[config.mk]
export PLATFORM = sky130hd
export DESIGN_NAME = alids_cell
export DESIGN_NICKNAME = d
export VERILOG_FILES = /design/src/rtl/core/alids_pkg.sv /design/src/rtl/core/alids_cell.sv
export SDC_FILE = /design/constraint.sdc
export NUM_CORES = 1
export LEC_CHECK = 0
export BUFFER_PORTS_ARGS = -buffer_cell sky130_fd_sc_hd__buf_2
export CORE_AREA = 10 10 84 86
export CTS_CLUSTER_SIZE = 20
export DETAILED_ROUTE_END_ITERATION = 10
export DIE_AREA = 0 0 94 96
export PLACE_DENSITY = 0.78
export SYNTH_ARGS = -nofsm -noshare
export SYNTH_HDL_FRONTEND = slang
export SYNTH_SLANG_ARGS = --single-unit
[constraint.sdc]
create_clock -name clock -period 3.1 [get_ports clock]
set_input_delay 0.31 -clock clock [delete_from_list [all_inputs] [get_ports clock]]
set_output_delay 0.31 -clock clock [all_outputs]
set_load 0.05 [all_outputs]
[src/rtl/core/alids_pkg.sv]
// ----------------------------------------------------------------------------
// alids_pkg
// Shared types and codes for the ordered list block and its storage cells.
// ----------------------------------------------------------------------------
package alids_pkg;

   localparam int DEPTH_DEFAULT = 64;

   localparam int VALUE_W  = 32;
   localparam int POS_W    = 7;
   localparam int FUNC_W   = 2;
   localparam int STATUS_W = 2;
   localparam int INDEX_W  = 6;
   localparam int COUNT_W  = 7;

   // operation codes
   localparam logic [FUNC_W-1:0] FUNC_INSERT = 2'd0;
   localparam logic [FUNC_W-1:0] FUNC_DELETE = 2'd1;
   localparam logic [FUNC_W-1:0] FUNC_SEARCH = 2'd2;

   // result status codes
   localparam logic [STATUS_W-1:0] ST_OK        = 2'd0;
   localparam logic [STATUS_W-1:0] ST_NOT_FOUND = 2'd1;
   localparam logic [STATUS_W-1:0] ST_FULL      = 2'd2;
   localparam logic [STATUS_W-1:0] ST_BAD_POS   = 2'd3;

   // what a cell does with its entry this cycle
   typedef enum logic [1:0] {
      CELL_HOLD,
      CELL_LOAD,
      CELL_TAKE_LEFT,
      CELL_TAKE_RIGHT
   } alids_cell_cmd_type;

   typedef struct packed {
      logic               cmp_en;  // latch a compare against the new item
      logic               live;    // cell lies below the live count
      alids_cell_cmd_type cmd;
   } alids_cell_ctrl_type;

endpackage

[src/rtl/core/alids_cell.sv]
// ----------------------------------------------------------------------------
// alids_cell
// One list entry: holds a value, compares it, and trades it with neighbors.
// ----------------------------------------------------------------------------
module alids_cell (
   input  logic                                 clock,
   input  alids_pkg::alids_cell_ctrl_type       ctrl,
   input  logic [alids_pkg::VALUE_W-1:0]        cmp_value,
   input  logic [alids_pkg::VALUE_W-1:0]        load_value,
   input  logic [alids_pkg::VALUE_W-1:0]        left_entry,
   input  logic [alids_pkg::VALUE_W-1:0]        right_entry,
   output logic [alids_pkg::VALUE_W-1:0]        entry,
   output logic                                 match
);

   logic [alids_pkg::VALUE_W-1:0] entry_ff, entry_in;
   logic                          match_ff, match_in;

   always_comb begin
      case (ctrl.cmd)
         alids_pkg::CELL_HOLD:       entry_in = entry_ff;
         alids_pkg::CELL_LOAD:       entry_in = load_value;
         alids_pkg::CELL_TAKE_LEFT:  entry_in = left_entry;
         alids_pkg::CELL_TAKE_RIGHT: entry_in = right_entry;
         default:                    entry_in = entry_ff;
      endcase
   end

   always_comb begin
      match_in = match_ff;
      if (ctrl.cmp_en) begin
         match_in = ctrl.live && (entry_ff == cmp_value);
      end
   end

   always_ff @(posedge clock) begin
      entry_ff <= entry_in;
      match_ff <= match_in;
   end

   assign entry = entry_ff;
   assign match = match_ff;

endmodule

# Word level (Yosys, flattened, before mapping)
# Cells that the tools add are included.
# word_totals
ff_bits	33
out_inout_bits	33
elab_cells	9
# op_classes
n_eq_ne	4
muxes	1
reduce_logical	2
# op_table
op	n
32-bit one-hot mux with 3 select lines	1
32-bit equality test	1
2-bit equality test (second input constant)	2
2-bit by 1-bit equality test with 1-bit output (second input constant)	1
2-bit logical NOT	1
1-bit logical AND	1

# Depth between registers and ports, before layout
# depth
depth_word	2
mapped_depth	4
ltp_nobuf	4

# Worst setup path before layout
# Ideal clock, no wire load.
# synth_timing
path_kind	register to register
from	register entry_ff (netlist bit entry[19])
to	register match_ff (netlist: match), data pin
t_arrival_ns	1.385
path_slack_ns	1.565
stages_incl_launch_ff	5
path_buffers	0
synth_period_minus_slack_ns	1.535
path_cell_list	edfxtp_1 -> xor2_1 -> nor4_1 -> nand4_1 -> nor3_2
# synth_via
elab_chain_cells	2
# synth_lines
item	line	source
start: declaration	alids_cell.sv:16	logic [alids_pkg::VALUE_W-1:0] entry_ff, entry_in;
start signal: assignment	alids_cell.sv:37	entry_ff <= entry_in;
32-bit equality test	alids_cell.sv:32	match_in = ctrl.live && (entry_ff == cmp_value);
1-bit logical AND	alids_cell.sv:32	
end signal: assignment	alids_cell.sv:38	match_ff <= match_in;
end: declaration	alids_cell.sv:17	logic match_ff, match_in;
# Every way passes these cells.
# A chain may end at the register's enable or synchronous reset.

# Worst setup path after layout
# layout_timing
from	register entry_ff (netlist bit entry[17])
to	register match_ff (netlist: match), data pin
# The elaborated chain is that of the path after synthesis.

==> impl_metrics.tcl <==
set metrics [dict create \
    post-route-drc-count 0 \
    synthToLayoutAreaGrowth_pct 48.91 \
    period_share_pct 49.56 \
    hold_class "primary input to flop" \
    ys.warnings.count 0 \
    grt-ovfl-total 0 \
    clock-root-buffer "clkbuf_8" \
    die_w_um 94 \
    post_cts_buffers 0 \
    port_buffers 165 \
    utilization_pct 55.32 \
    die_h_um 96 \
    critPathMaxFanout 2 \
    crit_family "simple AND/OR/NAND/NOR gates" \
    max-slew-margin-rel_pct 47.51 \
    drive_above_1_share_pct 50.14 \
    cts_buffers 5 \
    synth_top_area_share_pct 49.35 \
    grt_max_degree 65 \
    syn_inst 185 \
    max-cap-violations 0 \
    numClockSinks 33 \
    rrSetupSlack_ns 1.56 \
    reg2reg_from "entry[17]" \
    cts-htree-levels 2 \
    worstReg2RegEnd "match" \
    fill_cells 521 \
    synth.distinct_cells 16 \
    cp.arrival_ns 1.67 \
    drtIter0Drc 76 \
    fin_crit_ns 1.536 \
    grt_pass1_wl_um 10740 \
    worst_slack_ns 1.564 \
    hold_buffers 0 \
    core_area_mm2 0.005405 \
    fin_tns_setup_ns 0 \
    clock_latency_ns 0.28 \
    p_leak_nw 1.477 \
    ir_worst_vdd_uv 223.0 \
    whs_path_depth 1 \
    top_level_ports 166 \
    placed_area_mm2 0.002884 \
    setup_viol 0 \
    avgSynthCellArea_um2 10.86 \
    rows 27 \
    status "finished, final reports clean" \
    routabilityCongestion 0.7974 \
    cp.required_ns 3.23 \
    synth-seq-area-share_pct 49.35 \
    cp_num_buf_inv 0 \
    slowest_delay_ns 0.45 \
    reg2reg_depth 4 \
    dpl.hpwl_um 5941 \
    power.density_mw_per_mm2 484.6 \
    worstHoldStart "ctrl[3]" \
    netlist_area_mm2 0.002008 \
    slew_viol_final 0 \
    grt_usage_pct 15.17 \
    hold_end "match" \
    grt_setup_unrepaired "false" \
    hold_ws_ns 0.2271 \
    syn_nets 318 \
    dr.pass1.iters 4 \
    postLayoutCellArea_mm2 0.002990 \
    cp_slowest_cell "nor4_1" \
    initial_core_util_pct 37.15 \
    cts_resized 0 \
    vias 1961 \
    antenna-diode-count 0 \
    wl_per_cell_um 16.92 \
    drt-vias-per-instance 4.658 \
    routed_wl_um 7124 \
    design.die.area_mm2 0.009024 \
    final_nets 481 \
    critPathCaptureType "flop" \
    antenna_left 0 \
    tritoncts "built" \
    synthTopCellsByArea "edfxtp_1, mux2i_1, xor2_1, a21oi_1, nor2_1" \
    critPathKind "flop to flop" \
    hold_viol 0 \
    antenna_found_initial 0 \
    fmax_mhz 650.9 \
    clk_pin_slew_ns 0.07 \
    clock_path_buffers 2 \
    crit_chain "xor2_1 -> nor4_1 -> nand4_1 -> nor3_2" \
    skew_ns 0.007269 \
    yosysTopAreaCell "edfxtp_1" \
    dp_slack_ns 1.558 \
    grt_pass1_vias 2193 \
    tightest_slew_ns 0.7874 \
    ys_ff_latch 33 \
    startpoint_type "flop" \
]
-- cells by family after synthesis --
logic type	count (synthesis)	share of synthesized area [%]
buffers and inverters	11	2.741
AO/OA/AOI/OAI	32	7.975
flip-flops	33	49.35
XOR/XNOR	32	13.96
multiplexers	32	15.95
AND/OR/NAND/NOR	45	10.03
-- sequential cells by signal (all words and copies together) (netlist names) --
signal  count
entry      32
match       1
-- worst reg2reg max path: stages, from the launching register on --
cell	delay, ns
edfxtp_1	0.41
xor2_1	0.16
nor4_1	0.45
nand4_1	0.18
nor3_2	0.19
-- power breakdown --
part	switching [W]	internal, W	leakage [nW]	total (W)
clock network	0.000159	0.000237	0.0528	0.000396
registers	0.0000350	0.000554	0.333	0.000589
logic	0.000306	0.000158	1.09	0.000464
-- layer usage --
layer | track usage, % | vias up | part of all wire [%]
met3 | 6.148 | 5 | 8.3
met2 | 28.05 | 83 | 54
met1 | 15.75 | 885 | 37
met5 | 0 | - | 0
li1 | - | 988 | -
met4 | 3.418 | 0 | 0.66
-- worst max-delay path by stage --
stage	to	cells after the start	slack (ns)	startpoint
5_1_grt	match	4	1.47	entry[11]
3_3_place_gp	match	5	1.48	cmp_value[30]
6_report	match	4	1.56	entry[17]
4_1_cts	match	4	1.55	entry[17]
2_1_floorplan	match	4	1.57	entry[19]
3_5_place_dp	entry[7]	4	1.56	ctrl[0]
-- synthesized netlist by cell type (all sizes together) --
master,n
clkbuf,4
or2,1
a21oi,32
nor3,2
nand3,2
mux2i,32
edfxtp,33
nand4,1
buf,7
nor4,7
xor2,31
nor2,32
xnor2,1
-- layout make-up --
type,instances,area (um2),share of cell area (%)
repair buffers,167,840.8,28.12
multi-input cells,141,962.2,32.18
flip-flops and latches,33,991.0,33.14
clock inverters,2,33.78,1.130
well taps,72,90.09,3.013
clock buffers,6,72.57,2.427
-- metrics by stage --
step,cells,power (W)
finish,421,0.001449
global placement,413,0.001057
CTS,421,0.001465
global route,421,0.001521
floorplan,185,0.0008989
detailed placement,413,0.001067
-- cells in the final DEF (no fill, tap or decap), drive strengths merged --
| cell type | count |
|---|---|
| a21oi | 32 |
| buf | 167 |
| bufinv | 1 |
| clkbuf | 6 |
| clkinv | 1 |
| edfxtp | 33 |
| mux2i | 32 |
| nand3 | 2 |
| nand4 | 1 |
| nor2 | 32 |
| nor3 | 2 |
| nor4 | 7 |
| or2 | 1 |
| xnor2 | 1 |
| xor2 | 31 |
(Power assumes the default switching activity.)
